`src/psle_pkg.sv`:
```
// ----------------------------------------------------------------------------
// psle_pkg: shared types and constants for the positional sorted list engine
// Request and status codes, default sizes and the controller/datapath bundles.
// ----------------------------------------------------------------------------
`default_nettype none

package psle_pkg;

  // Default sizing of the list.
  localparam int CAPACITY_DEF   = 64;
  localparam int DATA_WIDTH_DEF = 32;

  // Request kinds; code 7 is unused and answers ok with no change.
  typedef enum logic [2:0] {
    OP_INSERT_AT     = 3'd0,
    OP_INSERT_SORTED = 3'd1,
    OP_ERASE_AT      = 3'd2,
    OP_REMOVE_ALL    = 3'd3,
    OP_READ_AT       = 3'd4,
    OP_WRITE_AT      = 3'd5,
    OP_FIND          = 3'd6
  } op_t;

  // Response status codes.
  typedef enum logic [1:0] {
    ST_OK       = 2'd0,
    ST_BADPOS   = 2'd1,
    ST_FULL     = 2'd2,
    ST_NOTFOUND = 2'd3
  } status_t;

  // Commands from the controller to the datapath.
  typedef struct packed {
    logic load;
    logic decode;
    logic fwd;
    logic bwd;
    logic put;
    logic fin;
  } cmd_t;

  // Status from the datapath to the controller.
  typedef struct packed {
    op_t  op;
    logic err;
    logic fwd_done;
    logic bwd_done;
    logic out_free;
  } stat_t;

endpackage

`default_nettype wire

```
`src/positional_sorted_list_engine.sv`:
```
// ----------------------------------------------------------------------------
// positional_sorted_list_engine: ordered list with positional and sorted ops
// Top level joining the request sequencer and the list datapath.
// ----------------------------------------------------------------------------
// One request is worked at a time. Each passes through accept, decode and
// response, and between them through a forward scan, a backward shift or a
// final write as its kind needs; the entry memory has one write port and one
// registered read port and moves one entry per cycle. Insert at a position
// shifts the tail up from the end, erase shifts it down, remove all scans the
// whole list and find scans up to the first match. A sorted insert scans
// forward to its slot and then shifts the tail. A new request word is taken
// once the previous response is in the output register.
`default_nettype none

module positional_sorted_list_engine #(
  parameter int CAPACITY   = psle_pkg::CAPACITY_DEF,
  parameter int DATA_WIDTH = psle_pkg::DATA_WIDTH_DEF
) (
  input  wire logic        clk,
  input  wire logic        rst_n,
  input  wire logic        in_valid,
  output logic             in_stall,
  input  wire logic [2:0]  in_req_type,
  input  wire logic [6:0]  in_position,
  input  wire logic [31:0] in_item_value,
  output logic             out_valid,
  input  wire logic        out_stall,
  output logic [1:0]       out_status,
  output logic [6:0]       out_index_or_count,
  output logic [31:0]      out_read_value,
  output logic [6:0]       out_entry_count
);
  import psle_pkg::*;

  cmd_t  cmd;
  stat_t st;

  // Request sequencer.
  psle_ctrl u_ctrl (
    .clk      (clk),
    .rst_n    (rst_n),
    .in_valid (in_valid),
    .in_stall (in_stall),
    .st       (st),
    .cmd      (cmd)
  );

  // List storage and datapath.
  psle_dp #(
    .CAPACITY   (CAPACITY),
    .DATA_WIDTH (DATA_WIDTH)
  ) u_dp (
    .clk                (clk),
    .rst_n              (rst_n),
    .in_req_type        (in_req_type),
    .in_position        (in_position),
    .in_item_value      (in_item_value),
    .cmd                (cmd),
    .st                 (st),
    .out_valid          (out_valid),
    .out_stall          (out_stall),
    .out_status         (out_status),
    .out_index_or_count (out_index_or_count),
    .out_read_value     (out_read_value),
    .out_entry_count    (out_entry_count)
  );

endmodule

`default_nettype wire

```
`src/psle_ctrl.sv`:
```
// ----------------------------------------------------------------------------
// psle_ctrl: request sequencer
// One-hot state machine that steps each request through decode, forward scan,
// backward shift, final write and response.
// ----------------------------------------------------------------------------
`default_nettype none

module psle_ctrl (
  input  wire logic          clk,
  input  wire logic          rst_n,
  input  wire logic          in_valid,
  output logic               in_stall,
  input  psle_pkg::stat_t    st,
  output psle_pkg::cmd_t     cmd
);
  import psle_pkg::*;

  typedef enum logic [5:0] {
    S_IDLE = 6'b000001,
    S_DEC  = 6'b000010,
    S_FWD  = 6'b000100,
    S_BWD  = 6'b001000,
    S_PUT  = 6'b010000,
    S_FIN  = 6'b100000
  } state_t;

  state_t state_r;
  state_t state_nxt;

  // A new word is taken only between requests.
  assign in_stall = (state_r != S_IDLE);

  // Next state and command decode.
  always_comb begin
    state_nxt = state_r;
    cmd       = '0;
    case (state_r)
      S_IDLE: begin
        if (in_valid) begin
          cmd.load  = 1'b1;
          state_nxt = S_DEC;
        end
      end
      S_DEC: begin
        cmd.decode = 1'b1;
        if (st.err) begin
          state_nxt = S_FIN;
        end else begin
          case (st.op)
            OP_INSERT_AT: state_nxt = S_BWD;
            OP_WRITE_AT:  state_nxt = S_PUT;
            OP_INSERT_SORTED, OP_ERASE_AT, OP_REMOVE_ALL, OP_READ_AT, OP_FIND:
              state_nxt = S_FWD;
            default:      state_nxt = S_FIN;
          endcase
        end
      end
      S_FWD: begin
        cmd.fwd = 1'b1;
        if (st.fwd_done) begin
          state_nxt = (st.op == OP_INSERT_SORTED) ? S_BWD : S_FIN;
        end
      end
      S_BWD: begin
        cmd.bwd = 1'b1;
        if (st.bwd_done) begin
          state_nxt = S_PUT;
        end
      end
      S_PUT: begin
        cmd.put   = 1'b1;
        state_nxt = S_FIN;
      end
      S_FIN: begin
        if (st.out_free) begin
          cmd.fin   = 1'b1;
          state_nxt = S_IDLE;
        end
      end
      default: state_nxt = S_IDLE;
    endcase
  end

  // State register.
  always_ff @(posedge clk) begin
    if (!rst_n) begin
      state_r <= S_IDLE;
    end else begin
      state_r <= state_nxt;
    end
  end

endmodule

`default_nettype wire

```
`src/psle_dp.sv`:
```
// ----------------------------------------------------------------------------
// psle_dp: list storage and datapath
// Entry memory with a registered read port, scan and shift pointers, result
// registers and the output word register.
// ----------------------------------------------------------------------------
`default_nettype none

module psle_dp #(
  parameter int CAPACITY   = psle_pkg::CAPACITY_DEF,
  parameter int DATA_WIDTH = psle_pkg::DATA_WIDTH_DEF
) (
  input  wire logic          clk,
  input  wire logic          rst_n,
  input  wire logic [2:0]    in_req_type,
  input  wire logic [6:0]    in_position,
  input  wire logic [31:0]   in_item_value,
  input  psle_pkg::cmd_t     cmd,
  output psle_pkg::stat_t    st,
  output logic               out_valid,
  input  wire logic          out_stall,
  output logic [1:0]         out_status,
  output logic [6:0]         out_index_or_count,
  output logic [31:0]        out_read_value,
  output logic [6:0]         out_entry_count
);
  import psle_pkg::*;

  localparam int CW = $clog2(CAPACITY + 1);
  localparam int AW = $clog2(CAPACITY);
  localparam int XW = (CW > 7) ? CW : 7;

  logic [DATA_WIDTH-1:0] mem [CAPACITY];

  op_t                   op_r;
  logic [6:0]            pos_in_r;
  logic [DATA_WIDTH-1:0] val_r;
  logic [CW-1:0]         count_r;
  logic [CW-1:0]         pos_r;
  logic [CW-1:0]         rd_ptr_r;
  logic [CW-1:0]         lim_r;
  logic [CW-1:0]         w_r;
  logic [CW-1:0]         hits_r;
  logic                  pv_r;
  logic [AW-1:0]         pa_r;
  logic [DATA_WIDTH-1:0] rdata_r;
  status_t               res_status_r;
  logic [CW-1:0]         res_idx_r;
  logic [DATA_WIDTH-1:0] res_rd_r;
  logic                  out_vld_r;

  logic [63:0]           in_ext;
  logic [63:0]           rd_ext;
  logic [XW-1:0]         pos_x;
  logic [XW-1:0]         cnt_x;
  logic [XW-1:0]         idx_x;
  logic                  full;
  logic                  dec_err;
  status_t               dec_status;
  logic                  can_fwd;
  logic                  can_bwd;
  logic                  hit;
  logic                  fwd_issue;
  logic                  bwd_issue;
  logic                  fwd_done;
  logic                  bwd_done;
  logic [AW-1:0]         rd_addr;
  logic                  we;
  logic [AW-1:0]         wa;
  logic [DATA_WIDTH-1:0] wd;

  // Width conversions between the fixed port fields and the sized list.
  assign in_ext = {32'd0, in_item_value};
  assign rd_ext = 64'(res_rd_r);
  assign pos_x  = XW'(pos_in_r);
  assign cnt_x  = XW'(count_r);
  assign idx_x  = XW'(res_idx_r);

  // Request check: position range first, then fullness.
  assign full = (count_r == CW'(CAPACITY));
  always_comb begin
    dec_status = ST_OK;
    case (op_r)
      OP_INSERT_AT: begin
        if (pos_x > cnt_x) begin
          dec_status = ST_BADPOS;
        end else if (full) begin
          dec_status = ST_FULL;
        end
      end
      OP_INSERT_SORTED: begin
        if (full) begin
          dec_status = ST_FULL;
        end
      end
      OP_ERASE_AT, OP_READ_AT, OP_WRITE_AT: begin
        if (pos_x >= cnt_x) begin
          dec_status = ST_BADPOS;
        end
      end
      default: dec_status = ST_OK;
    endcase
  end
  assign dec_err = (dec_status != ST_OK);

  // Scan and shift pipeline control.
  assign hit = pv_r && (((op_r == OP_INSERT_SORTED) && (val_r <= rdata_r)) ||
                        ((op_r == OP_FIND) && (val_r == rdata_r)));
  assign can_fwd   = (rd_ptr_r < lim_r);
  assign can_bwd   = (rd_ptr_r > pos_r);
  assign fwd_issue = cmd.fwd && can_fwd && !hit;
  assign bwd_issue = cmd.bwd && can_bwd;
  assign fwd_done  = hit || (!can_fwd && !pv_r);
  assign bwd_done  = !can_bwd && !pv_r;
  assign rd_addr   = cmd.bwd ? AW'(rd_ptr_r - 1'b1) : rd_ptr_r[AW-1:0];

  // Memory write select: compaction, erase shift, insert shift, final write.
  always_comb begin
    we = 1'b0;
    wa = pa_r;
    wd = rdata_r;
    if (cmd.fwd && pv_r && (op_r == OP_REMOVE_ALL) && (rdata_r != val_r)) begin
      we = 1'b1;
      wa = w_r[AW-1:0];
    end else if (cmd.fwd && pv_r && (op_r == OP_ERASE_AT)) begin
      we = 1'b1;
      wa = AW'(pa_r - 1'b1);
    end else if (cmd.bwd && pv_r) begin
      we = 1'b1;
      wa = AW'(pa_r + 1'b1);
    end else if (cmd.put) begin
      we = 1'b1;
      wa = pos_r[AW-1:0];
      wd = val_r;
    end
  end

  // Entry memory with one write and one registered read per cycle.
  always_ff @(posedge clk) begin
    if (we) begin
      mem[wa] <= wd;
    end
    rdata_r <= mem[rd_addr];
  end

  // Control registers.
  always_ff @(posedge clk) begin
    if (!rst_n) begin
      count_r   <= '0;
      pv_r      <= 1'b0;
      out_vld_r <= 1'b0;
    end else begin
      pv_r <= fwd_issue || bwd_issue;
      if (cmd.fwd && fwd_done && (op_r == OP_REMOVE_ALL)) begin
        count_r <= w_r;
      end else if (cmd.fwd && fwd_done && (op_r == OP_ERASE_AT)) begin
        count_r <= count_r - 1'b1;
      end else if (cmd.put && (op_r != OP_WRITE_AT)) begin
        count_r <= count_r + 1'b1;
      end
      if (cmd.fin) begin
        out_vld_r <= 1'b1;
      end else if (!out_stall) begin
        out_vld_r <= 1'b0;
      end
    end
  end

  // Request, pointer and result registers.
  always_ff @(posedge clk) begin
    if (cmd.load) begin
      op_r     <= op_t'(in_req_type);
      pos_in_r <= in_position;
      val_r    <= in_ext[DATA_WIDTH-1:0];
    end
    if (cmd.decode) begin
      res_status_r <= (op_r == OP_FIND && !dec_err) ? ST_NOTFOUND : dec_status;
      res_idx_r    <= '0;
      res_rd_r     <= '0;
      pos_r        <= pos_x[CW-1:0];
      w_r          <= '0;
      hits_r       <= '0;
      case (op_r)
        OP_INSERT_AT: rd_ptr_r <= count_r;
        OP_ERASE_AT:  rd_ptr_r <= CW'(pos_x + 1'b1);
        OP_READ_AT:   rd_ptr_r <= pos_x[CW-1:0];
        default:      rd_ptr_r <= '0;
      endcase
      lim_r <= (op_r == OP_READ_AT) ? CW'(pos_x + 1'b1) : count_r;
    end
    // Forward scan: issue reads upward, act on the word read last cycle.
    if (cmd.fwd) begin
      if (fwd_issue) begin
        rd_ptr_r <= rd_ptr_r + 1'b1;
        pa_r     <= rd_addr;
      end
      if (pv_r) begin
        case (op_r)
          OP_REMOVE_ALL: begin
            if (rdata_r == val_r) begin
              hits_r <= hits_r + 1'b1;
            end else begin
              w_r <= w_r + 1'b1;
            end
          end
          OP_READ_AT: begin
            res_rd_r  <= rdata_r;
            res_idx_r <= CW'(pa_r);
          end
          OP_FIND: begin
            if (hit) begin
              res_status_r <= ST_OK;
              res_idx_r    <= CW'(pa_r);
            end
          end
          OP_INSERT_SORTED: begin
            if (hit) begin
              pos_r <= CW'(pa_r);
            end
          end
          default: ;
        endcase
      end
      if (fwd_done) begin
        case (op_r)
          OP_INSERT_SORTED: begin
            rd_ptr_r <= count_r;
            if (!hit) begin
              pos_r <= count_r;
            end
          end
          OP_REMOVE_ALL: res_idx_r <= hits_r;
          OP_ERASE_AT:   res_idx_r <= pos_r;
          default: ;
        endcase
      end
    end
    // Backward shift: issue reads downward, each word moves up one slot.
    if (bwd_issue) begin
      rd_ptr_r <= rd_ptr_r - 1'b1;
      pa_r     <= rd_addr;
    end
    if (cmd.put) begin
      res_idx_r <= pos_r;
    end
    // Output word register.
    if (cmd.fin) begin
      out_status         <= res_status_r;
      out_index_or_count <= idx_x[6:0];
      out_read_value     <= rd_ext[31:0];
      out_entry_count    <= cnt_x[6:0];
    end
  end

  assign out_valid   = out_vld_r;
  assign st.op       = op_r;
  assign st.err      = dec_err;
  assign st.fwd_done = fwd_done;
  assign st.bwd_done = bwd_done;
  assign st.out_free = !out_vld_r || !out_stall;

`ifndef NO_ASSERTIONS
  a_count_bound: assert property (@(posedge clk) disable iff (!rst_n)
    count_r <= CW'(CAPACITY))
    else $error("entry count above capacity");

  a_shift_in_range: assert property (@(posedge clk) disable iff (!rst_n)
    (cmd.bwd && pv_r) |-> (CW'(pa_r) < count_r))
    else $error("insert shift writes beyond the list end");

  a_compact_behind: assert property (@(posedge clk) disable iff (!rst_n)
    (cmd.fwd && (op_r == OP_REMOVE_ALL)) |-> (w_r <= rd_ptr_r))
    else $error("compaction write pointer ran ahead of the read pointer");

  a_fin_free: assert property (@(posedge clk) disable iff (!rst_n)
    cmd.fin |-> (!out_vld_r || !out_stall))
    else $error("output word overwritten before it was taken");
`endif

endmodule

`default_nettype wire
```
`config.mk`:
```
export PLATFORM = sky130hd
export DESIGN_NAME = positional_sorted_list_engine
export DESIGN_NICKNAME = d
export VERILOG_FILES = /design/src/psle_pkg.sv /design/src/positional_sorted_list_engine.sv /design/src/psle_ctrl.sv /design/src/psle_dp.sv
export SDC_FILE = /design/constraint.sdc
export NUM_CORES = 2
export LEC_CHECK = 0
export BUFFER_PORTS_ARGS = -buffer_cell sky130_fd_sc_hd__buf_2
export CAP_MARGIN = 20
export CORE_MARGIN = 10
export CORE_UTILIZATION = 30
export CTS_BUF_LIST = sky130_fd_sc_hd__clkbuf_8
export DETAILED_ROUTE_END_ITERATION = 8
export REMOVE_ABC_BUFFERS = 1
export SLEW_MARGIN = 20
export SYNTH_ARGS = -nofsm -noshare
export SYNTH_HDL_FRONTEND = slang
export SYNTH_HIERARCHICAL = 1
export SYNTH_SLANG_ARGS = --single-unit
```
`constraint.sdc`:
```
create_clock -name clk -period 6.9 [get_ports clk]
set_input_delay 0.345 -clock clk [delete_from_list [all_inputs] [get_ports clk]]
set_output_delay 0.345 -clock clk [all_outputs]
set_load 0.1 [all_outputs]
```
==> impl_metrics.py <==
metrics = {
    "status": {
        "status": "finished, final reports clean",
    },
    "placement": {
        "place_hpwl_um": 142000,
        "port_buffers": 95,
        "place_ws_ps": 1260,
        "place_congestion": 0.838,
        "place_inst": 8197,
    },
    "drt": {
        "first_iter_violations": 5723,
        "ant_nets": 0,
        "drcViolationCount": 0,
        "vias": 45400,
        "routed_wl_um": 239000,
        "drtPass1Iterations": 5,
        "avgViaCountPerCell": 5.07,
        "wl_per_cell_um": 26.8,
    },
    "power": {
        "power_density_mw_per_mm2": 381,
        "p_int_w": 0.0268,
        "irDropWorstVdd_v": 0.000277,
        "p_seq_share_pct": 44.4,
        "switching_power_w": 0.0126,
        "swShare_pct": 31.9,
        "finalPower_w": 0.0394,
        "pwr-share-clk_pct": 27.0,
        "pwr-share-comb_pct": 28.6,
        "p_leak_nw": 32.5,
    },
    "clocking": {
        "clock_sinks": 2267,
        "cts_setup_buffers": 0,
        "root_buffer": "clkbuf_8",
        "cts.repair.resized": 0,
        "cts_hold_buf": 77,
        "clk_path_buf_depth": 4,
        "clkTransAtPathRegs_ps": 60,
        "htreeDepth": 5,
        "clkLatencyLatePin_ps": 1060,
        "cts_made_buffers": 376,
        "cts_tree": "done",
    },
    "setup_path": {
        "worstPathArrival_ps": 6390,
        "critPathBufInv": 4,
        "cp-end-kind": "flip-flop",
        "crit_required_ps": 7610,
        "crit_top_cell": "buf_4",
        "path_max_fanout": 18,
        "cp_top_family": "simple AND/OR/NAND/NOR gates",
        "cp.depth": 13,
        "reg2regPathDepth": 13,
        "regToRegStartpoint": "u_dp/rdata_r[16]",
        "timing.reg2reg.setup_slack_ps": 1220,
        "cp-startpoint": "u_dp/rdata_r[16]",
        "path_cells": "inv_1 > ha_1 > nand4_1 > nor4_1 > buf_4 > nand3_1 > buf_4 > nor2b_1 > nor2_1 > a21oi_1 > nand3_1 > nor2_4 > buf_4",
        "cp-start-kind": "flip-flop",
        "cpPeakStageDelay_ps": 930,
        "crit_type": "reg2reg",
        "crit_slowest_cell": "nor2_4",
    },
    "sta": {
        "hold_viol": 0,
        "min_period_over_period_pct": 82.4,
        "clock.fmax_mhz": 176,
        "grt_setup_unrepaired": "false",
        "min_period_ps": 5680,
        "max_slew_margin_pct": 19.8,
        "fin_ws_ps": 1220,
        "finalMaxSlewViolations": 0,
        "setup_viol": 0,
        "tightest_slew_ps": 1200,
        "worst_clock_skew_ps": 63.7,
    },
    "floorplan": {
        "die_y_um": 564,
        "start_util_pct": 30.2,
        "core.rowCount": 199,
        "fp.dieW_um": 564,
        "coreArea_mm2": 0.294,
        "io_pins": 96,
        "dieArea_mm2": 0.318,
    },
    "flow_run": {
        "drv_cap": 0,
    },
    "synth": {
        "ys_seq_elements": 2267,
        "yosysSeqAreaShare_pct": 75.5,
        "avgSynthCellArea_um2": 21.0,
        "synth-edff-count": 2151,
        "synthArstFlopShare_pct": 0,
        "synth_cell_types": 75,
        "synth_area_mm2": 0.0887,
        "synth_flop_cell": "edfxtp_1",
        "yosys.area.top_type": "edfxtp_1",
        "synth_warnings": 6,
        "synth_area_leaders": "edfxtp_1, mux4_2, dfxtp_1",
        "yosysTopAreaCellShare_pct": 72.8,
        "syn_inst": 4216,
    },
    "final_layout": {
        "fill_cells": 27100,
        "drive_gt1_share_pct": 29.9,
        "seq_area_mm2": 0.0669,
        "areaGrowthSynthToFinish_pct": 16.7,
        "fin_nets": 4852,
        "multi_input_area_mm2": 0.0214,
        "finish.utilization_pct": 35.2,
        "final_cells": 8943,
    },
    "global_route": {
        "overflow": 0,
        "globalRouteTotalUtil_pct": 14.7,
        "grt_max_degree": 92,
        "grt_first_pass_wirelength_um": 343000,
        "antenna_found_initial": 7,
        "grt_pass1_vias": 46300,
    },
    "hold_path": {
        "min_path_cells": 2,
        "hp-start": "in_item_value[14]",
        "min_path_type": "in2reg",
    },
}
==> stage by stage <==
step	setup TNS, ps	instance area [um2]	hold slack, ps
finish	0	103000	74.0
global route	0	103000	10.3
CTS	0	103000	2.92
detailed placement	0	95900	415
global placement	0	95700	417
floorplan	-776570	87700	409
==> layer usage <==
layer	up-vias	GRT usage (%)	share of wire, %
li1	18700	-	-
met1	24100	20.4	41
met2	2141	23.1	47
met3	419	2.67	8.5
met4	2	5.86	3.9
met5	-	0	0.0063
==> cell usage in the layout, fill, tap and decap left out, types with 64 or more instances in the layout <==
cell / count
edfxtp_1: 2151
mux4_2: 640
clkbuf_8: 397
nand2_1: 228
inv_1: 203
buf_4: 150
dfxtp_1: 116
buf_2: 95
o21ai_0: 85
clkinv_1: 79
dlygate4sd3_1: 77
nor2_4: 64
ha_1: 64
==> area by class of cell <==
cell class	count	area share (%)
diodes	5	0.0121
clock buffers	397	5.28
clock inverters	259	1.13
inverters	76	0.285
multi-input cells	1655	20.7
flip-flops and latches	2267	64.7
well taps	3919	4.74
repair buffers	365	3.18
==> state kept, by name, indices dropped and copies added, names as in the netlist, 32 cells and up <==
name / cells
u_dp/val_r: 32
u_dp/res_rd_r: 32
u_dp/out_read_value: 32
u_dp/mem: 2048
u_dp/rdata_r: 32
==> power by group through the flow <==
stage / Sequential, W / Combinational (W) / Clock [W]
global placement: 0.0177 / 0.0110 / 0
detailed placement: 0.0177 / 0.0112 / 0
finish: 0.0175 / 0.0113 / 0.0106
floorplan: 0.0179 / 0.00816 / 0
global route: 0.0175 / 0.0118 / 0.0115
CTS: 0.0175 / 0.0112 / 0.0109
==> logic make-up (layout without fill, tap and decap cells) <==
| kind of cell | Yosys count | in the layout | synth area share [%] |
|---|---|---|---|
| and+or+nand+nor | 550 | 550 | 2.94 |
| muxes | 661 | 661 | 16.5 |
| adders and majority gates | 65 | 65 | 0.925 |
| DFF | 2267 | 2267 | 75.5 |
| other | 0 | 5 | 0 |
| AOI/OAI and AO/OA | 351 | 351 | 2.46 |
| xor gates and xnor gates | 28 | 28 | 0.293 |
| buffers and inverters | 294 | 1097 | 1.43 |
==> worst paths after layout <==
path,to
max,u_dp/mem[40][24]
min,u_dp/val_r[14]
max reg2reg,u_dp/mem[40][24]
min reg2reg,u_dp/out_read_value[4]
==> cell usage after synthesis, types with 8 or more instances <==
| cell type | n |
|---|---|
| edfxtp_1 | 2151 |
| mux4_2 | 640 |
| nand2_1 | 229 |
| nor2_1 | 123 |
| o21ai_0 | 117 |
| dfxtp_1 | 116 |
| buf_2 | 103 |
| clkbuf_1 | 96 |
| inv_1 | 72 |
| ha_1 | 64 |
| a21oi_1 | 63 |
| a211oi_1 | 42 |
| and2_1 | 41 |
| a31oi_1 | 39 |
| nand3_1 | 25 |
| nor3b_1 | 19 |
| mux2i_1 | 17 |
| nor3_1 | 17 |
| nor2b_1 | 16 |
| nand2b_1 | 15 |
| xnor2_1 | 15 |
| nand4_1 | 14 |
| and3_1 | 12 |
| o22ai_1 | 12 |
| xor2_1 | 11 |
| a22oi_1 | 10 |
| o221ai_1 | 10 |
| or3_1 | 10 |
| buf_1 | 9 |
| buf_4 | 8 |
Power figures use the tool's default switching activity.
